File: config.mk
export PLATFORM = sky130hd
export DESIGN_NAME = touch_press_classifier
export DESIGN_NICKNAME = d
export VERILOG_FILES = /design/src/hdl/tcls_pkg.sv /design/src/hdl/tcls_ctrl.sv /design/src/hdl/tcls_dp.sv /design/src/hdl/touch_press_classifier.sv
export SDC_FILE = /design/constraint.sdc
export NUM_CORES = 1
export LEC_CHECK = 0
export ABC_AREA = 1
export BUFFER_PORTS_ARGS = -buffer_cell sky130_fd_sc_hd__buf_2
export CORE_ASPECT_RATIO = 1.5
export CORE_MARGIN = 2
export CORE_UTILIZATION = 35
export DETAILED_ROUTE_END_ITERATION = 7
export GPL_TIMING_DRIVEN = 0
export HOLD_SLACK_MARGIN = 0.08
export SKIP_LAST_GASP = 1
export SYNTH_ARGS = -nofsm -noshare
export SYNTH_HDL_FRONTEND = slang
export SYNTH_SLANG_ARGS = --single-unit
File: constraint.sdc
create_clock -name i_clk -period 4.86 [get_ports i_clk]
set_input_delay 0.972 -clock i_clk [delete_from_list [all_inputs] [get_ports i_clk]]
set_output_delay 0.972 -clock i_clk [all_outputs]
set_load 0.02 [all_outputs]
File: src/hdl/tcls_pkg.sv
// ----------------------------------------------------------------------------
// Touch press classifier package
// Shared item types, register codes and controller/datapath interface types.
// ----------------------------------------------------------------------------
`default_nettype none

package tcls_pkg;

    // Field and storage widths fixed by the item format.
    localparam int BTN_W     = 3;
    localparam int CHAN_W    = 4;
    localparam int TICK_W    = 16;
    localparam int TIME_W    = 32;
    localparam int MAP_SLOTS = 5;
    localparam int CFG_IDX_W = 3;

    // Configuration register indexes.
    localparam logic [CFG_IDX_W-1:0] REG_MAP0     = 3'd0;
    localparam logic [CFG_IDX_W-1:0] REG_MAP1     = 3'd1;
    localparam logic [CFG_IDX_W-1:0] REG_MAP2     = 3'd2;
    localparam logic [CFG_IDX_W-1:0] REG_MAP3     = 3'd3;
    localparam logic [CFG_IDX_W-1:0] REG_MAP4     = 3'd4;
    localparam logic [CFG_IDX_W-1:0] REG_DEBOUNCE = 3'd5;
    localparam logic [CFG_IDX_W-1:0] REG_LONG     = 3'd6;

    // Register reset values.
    localparam logic [TICK_W-1:0] DEBOUNCE_RST = 16'd50;
    localparam logic [TICK_W-1:0] LONG_RST     = 16'd500;

    // Input function and press kind codes.
    localparam logic FUNC_TOUCH = 1'b0;
    localparam logic FUNC_TICK  = 1'b1;
    localparam logic KIND_SHORT = 1'b0;
    localparam logic KIND_LONG  = 1'b1;

    // One input item.
    typedef struct packed {
        logic              func;
        logic [CHAN_W-1:0] channel;
        logic              touch_active;
    } t_in_item;

    // One result item.
    typedef struct packed {
        logic [BTN_W-1:0] button;
        logic             press_kind;
        logic             last;
    } t_out_item;

    // Commands from the controller to the datapath.
    typedef struct packed {
        logic capture;
        logic match;
        logic deb;
        logic upd;
        logic scan;
        logic load_ev;
        logic load_tk;
    } t_cmd;

    // Status from the datapath to the controller.
    typedef struct packed {
        logic found;
        logic deb_ok;
        logic emit;
        logic scan_last;
        logic mask_any;
        logic mask_single;
    } t_sts;

endpackage

`default_nettype wire

File: src/hdl/tcls_ctrl.sv
// ----------------------------------------------------------------------------
// Touch press classifier controller
// Sequences the event path, the tick scan and the result transfers.
// ----------------------------------------------------------------------------
`default_nettype none

module tcls_ctrl (
    input  wire logic          i_clk,
    input  wire logic          i_rst_n,
    input  wire logic          i_in_valid,
    input  wire logic          i_in_func,
    output logic               o_in_ready,
    input  wire logic          i_out_free,
    input  wire tcls_pkg::t_sts i_sts,
    output tcls_pkg::t_cmd     o_cmd
);
    import tcls_pkg::*;

    typedef enum logic [2:0] {
        S_IDLE,
        S_EV_MATCH,
        S_EV_DEB,
        S_EV_UPD,
        S_EV_OUT,
        S_TK_SCAN,
        S_TK_OUT
    } t_state;

    t_state r_state;
    t_state n_state;

    // Next state and commands.
    always_comb begin
        n_state    = r_state;
        o_cmd      = '0;
        o_in_ready = 1'b0;
        unique case (r_state)
            S_IDLE: begin
                o_in_ready = 1'b1;
                if (i_in_valid) begin
                    o_cmd.capture = 1'b1;
                    n_state = (i_in_func == FUNC_TICK) ? S_TK_SCAN : S_EV_MATCH;
                end
            end
            S_EV_MATCH: begin
                o_cmd.match = 1'b1;
                n_state     = S_EV_DEB;
            end
            S_EV_DEB: begin
                if (i_sts.found) begin
                    o_cmd.deb = 1'b1;
                    n_state   = S_EV_UPD;
                end else begin
                    n_state = S_IDLE;
                end
            end
            S_EV_UPD: begin
                if (i_sts.deb_ok) begin
                    o_cmd.upd = 1'b1;
                    n_state   = S_EV_OUT;
                end else begin
                    n_state = S_IDLE;
                end
            end
            S_EV_OUT: begin
                if (!i_sts.emit) begin
                    n_state = S_IDLE;
                end else if (i_out_free) begin
                    o_cmd.load_ev = 1'b1;
                    n_state       = S_IDLE;
                end
            end
            S_TK_SCAN: begin
                o_cmd.scan = 1'b1;
                if (i_sts.scan_last) begin
                    n_state = S_TK_OUT;
                end
            end
            S_TK_OUT: begin
                if (!i_sts.mask_any) begin
                    n_state = S_IDLE;
                end else if (i_out_free) begin
                    o_cmd.load_tk = 1'b1;
                    if (i_sts.mask_single) begin
                        n_state = S_IDLE;
                    end
                end
            end
            default: begin
                n_state = S_IDLE;
            end
        endcase
    end

    // State register.
    always_ff @(posedge i_clk) begin
        if (!i_rst_n) begin
            r_state <= S_IDLE;
        end else begin
            r_state <= n_state;
        end
    end

endmodule

`default_nettype wire

File: src/hdl/tcls_dp.sv
// ----------------------------------------------------------------------------
// Touch press classifier datapath
// Holds configuration, time and per-button press state, and forms results.
// ----------------------------------------------------------------------------
`default_nettype none

module tcls_dp #(
    parameter int BUTTONS = 5
) (
    input  wire logic                               i_clk,
    input  wire logic                               i_rst_n,
    input  wire logic                               i_cfg_we,
    input  wire logic [tcls_pkg::CFG_IDX_W-1:0]     i_cfg_index,
    input  wire logic [tcls_pkg::TICK_W-1:0]        i_cfg_data,
    input  wire tcls_pkg::t_in_item                 i_in,
    input  wire tcls_pkg::t_cmd                     i_cmd,
    output tcls_pkg::t_sts                          o_sts,
    output tcls_pkg::t_out_item                     o_res
);
    import tcls_pkg::*;

    localparam int IW = (BUTTONS > 1) ? $clog2(BUTTONS) : 1;

    // Configuration registers.
    logic [CHAN_W-1:0] r_map [MAP_SLOTS];
    logic [TICK_W-1:0] r_deb;
    logic [TICK_W-1:0] r_long;

    // Time and per-button state.
    logic [TIME_W-1:0] r_time;
    logic [BUTTONS-1:0] r_held;
    logic [BUTTONS-1:0] r_lr;
    logic [TIME_W-1:0] r_start [BUTTONS];
    logic [TIME_W-1:0] r_last  [BUTTONS];

    // Working registers.
    t_in_item          r_item;
    logic [IW-1:0]     r_btn;
    logic              r_found;
    logic              r_deb_ok;
    logic              r_emit;
    logic              r_kind;
    logic [IW-1:0]     r_idx;
    logic [BUTTONS-1:0] r_mask;

    logic [IW-1:0]      w_match_btn;
    logic               w_match_found;
    logic [IW-1:0]      w_low;
    logic [BUTTONS-1:0] w_mask_rest;
    logic [TIME_W-1:0]  w_deb_diff;
    logic [TIME_W-1:0]  w_hold_diff;
    logic [TIME_W-1:0]  w_scan_diff;
    logic               w_scan_hit;

    // Channel lookup: the lowest button whose channel matches wins.
    always_comb begin
        w_match_btn   = '0;
        w_match_found = 1'b0;
        for (int i = BUTTONS - 1; i >= 0; i--) begin
            if (r_map[i] == r_item.channel) begin
                w_match_btn   = IW'(i);
                w_match_found = 1'b1;
            end
        end
    end

    // Lowest pending long press of a tick, and what remains after it.
    always_comb begin
        w_low = '0;
        for (int i = BUTTONS - 1; i >= 0; i--) begin
            if (r_mask[i]) begin
                w_low = IW'(i);
            end
        end
    end

    assign w_mask_rest = r_mask & (r_mask - BUTTONS'(1));

    // Wrapping time differences.
    assign w_deb_diff  = r_time - r_last[r_btn];
    assign w_hold_diff = r_time - r_start[r_btn];
    assign w_scan_diff = r_time - r_start[r_idx];
    assign w_scan_hit  = r_held[r_idx] && !r_lr[r_idx] &&
                         (w_scan_diff >= TIME_W'(r_long));

    // Status toward the controller.
    always_comb begin
        o_sts.found       = r_found;
        o_sts.deb_ok      = r_deb_ok;
        o_sts.emit        = r_emit;
        o_sts.scan_last   = (r_idx == IW'(BUTTONS - 1));
        o_sts.mask_any    = |r_mask;
        o_sts.mask_single = (w_mask_rest == '0);
    end

    // Result formed for the output register.
    always_comb begin
        if (i_cmd.load_tk) begin
            o_res.button     = BTN_W'(w_low);
            o_res.press_kind = KIND_LONG;
            o_res.last       = (w_mask_rest == '0);
        end else begin
            o_res.button     = BTN_W'(r_btn);
            o_res.press_kind = r_kind;
            o_res.last       = 1'b1;
        end
    end

    // Configuration writes.
    always_ff @(posedge i_clk) begin
        if (!i_rst_n) begin
            for (int i = 0; i < MAP_SLOTS; i++) begin
                r_map[i] <= CHAN_W'(i + 1);
            end
            r_deb  <= DEBOUNCE_RST;
            r_long <= LONG_RST;
        end else if (i_cfg_we) begin
            unique case (i_cfg_index) inside
                REG_MAP0, REG_MAP1, REG_MAP2, REG_MAP3, REG_MAP4: begin
                    r_map[i_cfg_index] <= i_cfg_data[CHAN_W-1:0];
                end
                REG_DEBOUNCE: begin
                    r_deb <= i_cfg_data;
                end
                REG_LONG: begin
                    r_long <= i_cfg_data;
                end
                default: begin
                end
            endcase
        end
    end

    // Item capture and event working registers.
    always_ff @(posedge i_clk) begin
        if (i_cmd.capture) begin
            r_item <= i_in;
        end
        if (i_cmd.match) begin
            r_btn   <= w_match_btn;
            r_found <= w_match_found;
        end
        if (i_cmd.deb) begin
            r_deb_ok <= (w_deb_diff >= TIME_W'(r_deb));
        end
        if (i_cmd.upd) begin
            r_emit <= !r_item.touch_active && r_held[r_btn] && !r_lr[r_btn];
            r_kind <= (w_hold_diff >= TIME_W'(r_long)) ? KIND_LONG : KIND_SHORT;
        end
    end

    // Time, per-button state and the tick scan.
    always_ff @(posedge i_clk) begin
        if (!i_rst_n) begin
            r_time <= '0;
            r_held <= '0;
            r_lr   <= '0;
            r_mask <= '0;
            r_idx  <= '0;
            for (int i = 0; i < BUTTONS; i++) begin
                r_start[i] <= '0;
                r_last[i]  <= '0;
            end
        end else begin
            // A tick advances time and restarts the scan.
            if (i_cmd.capture && i_in.func == FUNC_TICK) begin
                r_time <= r_time + TIME_W'(1);
                r_idx  <= '0;
                r_mask <= '0;
            end
            // One button per cycle is checked against the long threshold.
            if (i_cmd.scan) begin
                r_idx <= r_idx + IW'(1);
                if (w_scan_hit) begin
                    r_lr[r_idx]   <= 1'b1;
                    r_mask[r_idx] <= 1'b1;
                end
            end
            // Each transferred long press leaves the pending set.
            if (i_cmd.load_tk) begin
                r_mask <= w_mask_rest;
            end
            // An accepted touch event updates the button's press state.
            if (i_cmd.upd) begin
                r_last[r_btn] <= r_time;
                if (r_item.touch_active) begin
                    r_held[r_btn]  <= 1'b1;
                    r_start[r_btn] <= r_time;
                    r_lr[r_btn]    <= 1'b0;
                end else begin
                    r_held[r_btn] <= 1'b0;
                    r_lr[r_btn]   <= 1'b0;
                end
            end
        end
    end

endmodule

`default_nettype wire

File: src/hdl/touch_press_classifier.sv
// ----------------------------------------------------------------------------
// Touch press classifier
// Classifies touch events per button into short and long presses.
//
//   Channel | Handshake                  | Payload
//   --------+----------------------------+------------------------------------
//   input   | i_in_valid / o_in_ready    | i_in (func, channel, touch_active)
//   result  | o_out_valid / i_out_ready  | o_out (button, press_kind, last)
//   config  | i_cfg_valid / o_cfg_ready  | i_cfg_index, i_cfg_data
//
// A touch event passes from its transfer through channel lookup,
// debounce compare, state update and the load of its result.
// A tick scans the button state, one button per cycle through a single
// subtract-and-compare, then loads one result per long press reported,
// each when the result register is free.
// A result load waits while the result register holds an untaken result.
// The result register lets a new item be taken while a result waits.
// Reset is synchronous, active low; configuration is ready in every cycle.
// ----------------------------------------------------------------------------
`default_nettype none

module touch_press_classifier #(
    parameter int BUTTONS = 5
) (
    input  wire logic                           i_clk,
    input  wire logic                           i_rst_n,
    input  wire logic                           i_in_valid,
    output logic                                o_in_ready,
    input  wire tcls_pkg::t_in_item             i_in,
    output logic                                o_out_valid,
    input  wire logic                           i_out_ready,
    output tcls_pkg::t_out_item                 o_out,
    input  wire logic                           i_cfg_valid,
    output logic                                o_cfg_ready,
    input  wire logic [tcls_pkg::CFG_IDX_W-1:0] i_cfg_index,
    input  wire logic [tcls_pkg::TICK_W-1:0]    i_cfg_data
);
    import tcls_pkg::*;

    t_cmd      w_cmd;
    t_sts      w_sts;
    t_out_item w_res;
    logic      w_out_free;
    logic      r_out_valid;
    t_out_item r_out;

    assign o_cfg_ready = 1'b1;
    assign w_out_free  = !r_out_valid || i_out_ready;

    // Sequencer.
    tcls_ctrl u_ctrl (
        .i_clk      (i_clk),
        .i_rst_n    (i_rst_n),
        .i_in_valid (i_in_valid),
        .i_in_func  (i_in.func),
        .o_in_ready (o_in_ready),
        .i_out_free (w_out_free),
        .i_sts      (w_sts),
        .o_cmd      (w_cmd)
    );

    // Datapath.
    tcls_dp #(
        .BUTTONS (BUTTONS)
    ) u_dp (
        .i_clk       (i_clk),
        .i_rst_n     (i_rst_n),
        .i_cfg_we    (i_cfg_valid),
        .i_cfg_index (i_cfg_index),
        .i_cfg_data  (i_cfg_data),
        .i_in        (i_in),
        .i_cmd       (w_cmd),
        .o_sts       (w_sts),
        .o_res       (w_res)
    );

    // Result output register.
    always_ff @(posedge i_clk) begin
        if (!i_rst_n) begin
            r_out_valid <= 1'b0;
        end else if (w_cmd.load_ev || w_cmd.load_tk) begin
            r_out_valid <= 1'b1;
        end else if (i_out_ready) begin
            r_out_valid <= 1'b0;
        end
    end

    always_ff @(posedge i_clk) begin
        if (w_cmd.load_ev || w_cmd.load_tk) begin
            r_out <= w_res;
        end
    end

    assign o_out_valid = r_out_valid;
    assign o_out       = r_out;

`ifndef SYNTHESIS
    // A result is loaded only when the output register is free.
    a_load_free: assert property (@(posedge i_clk) disable iff (!i_rst_n)
        (w_cmd.load_ev || w_cmd.load_tk) |-> w_out_free)
        else $error("result loaded over a pending transfer");

    // Event and tick results never load together.
    a_load_excl: assert property (@(posedge i_clk) disable iff (!i_rst_n)
        !(w_cmd.load_ev && w_cmd.load_tk))
        else $error("event and tick results loaded together");

    // No result is loaded while the block takes a new item.
    a_idle_noload: assert property (@(posedge i_clk) disable iff (!i_rst_n)
        o_in_ready |-> !(w_cmd.load_ev || w_cmd.load_tk))
        else $error("result loaded while idle");

    // An accepted item keeps the input closed in the next cycle.
    a_busy: assert property (@(posedge i_clk) disable iff (!i_rst_n)
        (i_in_valid && o_in_ready) |=> !o_in_ready)
        else $error("input accepted twice in a row");
`endif

endmodule

`default_nettype wire
==> out/results.txt <==
final setup TNS = -0.446 ns
Initial DRT Pass Iterations = 6
via count = 31992
Critical Path Sink Type = flop
Mapped Cells = 3967
hold depth = 2
CP Cell Sequence = buf_4, inv_4, nor3_4, buf_12, clkinvlp_4, buf_6, buf_8, o22ai_1, a221oi_1, nand4_1, inv_1, ha_1, nand2_1, nor2_1, inv_1, nor3_2, nand4_1, nand3b_1, xor2_1, nor2_1, nand4_1, nor2_4, nand3_4
worst path bufs/invs = 8
violated checks = setup timing
first-pass GRT wire length = 222 mm
post-route cell area = 42100 sq um
CP most frequent cell = nand4_1
post-synthesis register bit count = 638
H-tree lvl count = 2
total power = 18300 uW
PortBufs = 36
fin crit period = 5.08 ns
most frequent cells in the layout = nand2_1 (656), edfxtp_1 (549), nor2_1 (475)
total track usage = 30.6%
clk sinks = 638
DP HPWL = 119 mm
clock buffer depth = 3
Syn Std Cell Area = 35100 sq um
power per cell area = 434 nW/um^2
status = finished with violations
measured slew at the worst slew-check pin = 1.28 ns
stages on the worst setup path = 23
Core Area = 99700 sq um
DRT Wirelength = 161 mm
Post-CTS Hold Buffers = 0
FFs w/ async S/R, synth = 0%
pre-CTS setup slack = -3.58 ns
routed len/inst = 29.3 microns
Peak VDD IR = 0.324 mV
cell row count = 142
Period Utilization, post-route = 105%
Synthesized Nets = 4146
count of different cell masters after synthesis = 60
Setup CP Type = reg -> reg
Top delay family on crit path = simple AND/OR/NAND/NOR gates
reg2reg path depth = 23
Slew headroom = 14.9%
Slew Viols, Final = 0
ANT nets after route = 0
Post-synth EDFFs = 549
CP Launch Type = flop
CTS tree = yes
Initial Util = 35.2%
commonest non-fill, non-tap cell in the layout = nand2_1
Setup Viol. Count Final = 2
Final GP Congestion = 1.04
Clk Tree Root Cell = clkbuf_16
Die Y = 392 microns
IO Pins = 38
DP Area = 37300 sq um
CP arrival = 5.44 ns
Die Footprint = 103000 sq um
Max Clk Rate = 0.197 GHz
vias in the first global route = 30625
average cell area after synthesis = 8.85 sq um
worst skew pair latency = 0.68 ns
Final Hold Viols = 0
# Max-Cap Violations = 0
final setup margin = -0.224 ns
slowest CP cell = a221oi_1
largest net degree at the start of global routing = 33
global route overflow = 0
DRC = 0
max incr delay on CP = 0.51 ns
predominant post-synthesis flop cell = edfxtp_1
leak pwr = 0.0162 uW
Vias/cell = 5.80
Final #Nets = 4347
WP data required = 5.21 ns
layout cells sized above 1 = 13.8%
Die W = 263 microns
CTS Buf Count = 58
register area share after synthesis = 52.0%
clk_skew = 0.0302 ns
Hold Crit Class = reg -> reg
utilization after layout = 42.2%
RSZ-0062 raised after global routing = true
worst-path fanout max = 10
Area growth syn-to-layout = 20.0%
initial antenna violation count = 7
Ys Warns = 0
clock-pin slew on the worst setup and hold paths = 0.07 ns
Initial DRC Count = 4308
-- layer usage --
metal	up-vias	track usage (%)	wire (microns)
met3	563	6.83	16400
li1	14103	-	-
met4	0	27.0	17400
met2	2020	50.4	74300
met5	-	0	0
met1	15306	33.2	53400
-- report_power, final --
part,total (uW),switching (uW),internal [uW]
Clock,5170,2270,2900
Sequential,6210,107,6100
Combinational,6880,4680,2200
Total,18300,7060,11200
-- cell families after synthesis --
logic type / synth area share, %
compound gates: 14.0
xor+xnor: 1.90
fa+ha+maj: 5.38
buf+inv: 7.38
flops: 52.0
other cells: 0.0107
simple gates: 19.3
-- area by class of cell --
| cell class | count | area [sq um] |
|---|---|---|
| multi-input combinational | 2643 | 15500 |
| sequential | 638 | 18300 |
| antenna | 2 | 5.00 |
| tap | 1296 | 1620 |
| buffer | 185 | 1380 |
| fill | 9684 | 57600 |
| clock buffer | 74 | 1580 |
| inverter | 500 | 1960 |
| timing repair buffer | 142 | 1330 |
| clock inverter | 35 | 510 |
-- worst paths after layout --
path / startpoint / end / slack (ns)
min: u_dp.r_deb[13]$_SDFFE_PN0P_ / u_dp.r_deb[13]$_SDFFE_PN0P_ / 0.47
min reg2reg: u_dp.r_deb[13]$_SDFFE_PN0P_ / u_dp.r_deb[13]$_SDFFE_PN0P_ / 0.47
max: u_dp.r_btn[0]$_SDFFCE_PP0P_ / u_dp.r_kind$_DFFE_PP_ / -0.22
max reg2reg: u_dp.r_btn[0]$_SDFFCE_PP0P_ / u_dp.r_kind$_DFFE_PP_ / -0.22
-- repair_timing --
item	in CTS	in global routing
resized for setup	329	259
buffers inserted	47	42
endpoints found under the setup margin	12	12
pin swaps	39	67
gates cloned	0	1
-- flip-flops by register name (all words and copies together) (netlist names), named ones only --
| signal | cells |
|---|---|
| u_dp.r_long | 16 |
| u_dp.r_emit | 1 |
| u_dp.r_start | 256 |
| u_dp.r_lr | 5 |
| u_dp.r_mask | 5 |
| u_dp.r_time | 32 |
| o_out_valid | 1 |
| u_dp.r_map | 20 |
| u_dp.r_idx | 3 |
| u_ctrl.r_state | 3 |
| u_dp.r_kind | 1 |
| o_out | 5 |
| u_dp.r_deb_ok | 1 |
| u_dp.r_item | 5 |
| u_dp.r_deb | 16 |
| u_dp.r_found | 1 |
| u_dp.r_btn | 3 |
| u_dp.r_last | 256 |
-- through the flow --
stage          hold slack, ns  instances
2_1_floorplan           0.435       3967
3_3_place_gp            0.453       5299
3_5_place_dp            0.459       5318
4_1_cts                 0.448       5472
5_1_grt                 0.458       5513
6_report                0.465       5515
-- synth_stat cells (all sizes together), types with 25 or more instances --
library cell	instances	area share, %
nand3	110	1.6
dfxtp	89	5.1
edfxtp	549	47
o21ai	291	4.1
nor3	171	2.6
xnor2	28	0.70
nand2	693	7.5
o211ai	25	0.53
ha	146	5.2
inv	486	5.2
a22o	26	0.65
nand4	81	1.5
a21oi	247	3.5
nor2	504	5.5
xor2	48	1.2
clkbuf	164	1.8
o22ai	30	0.53
a221oi	60	1.5
a22oi	66	1.4
-- worst reg2reg max path: cells and delay by family (launching register included) --
kind,cells,cell delay [ns]
xor+xnor,1,0.08
simple gates,11,2.28
compound gates,2,0.62
flops,1,0.37
fa+ha+maj,1,0.28
buf+inv,8,1.16
Power figures use the tool's default switching activity.
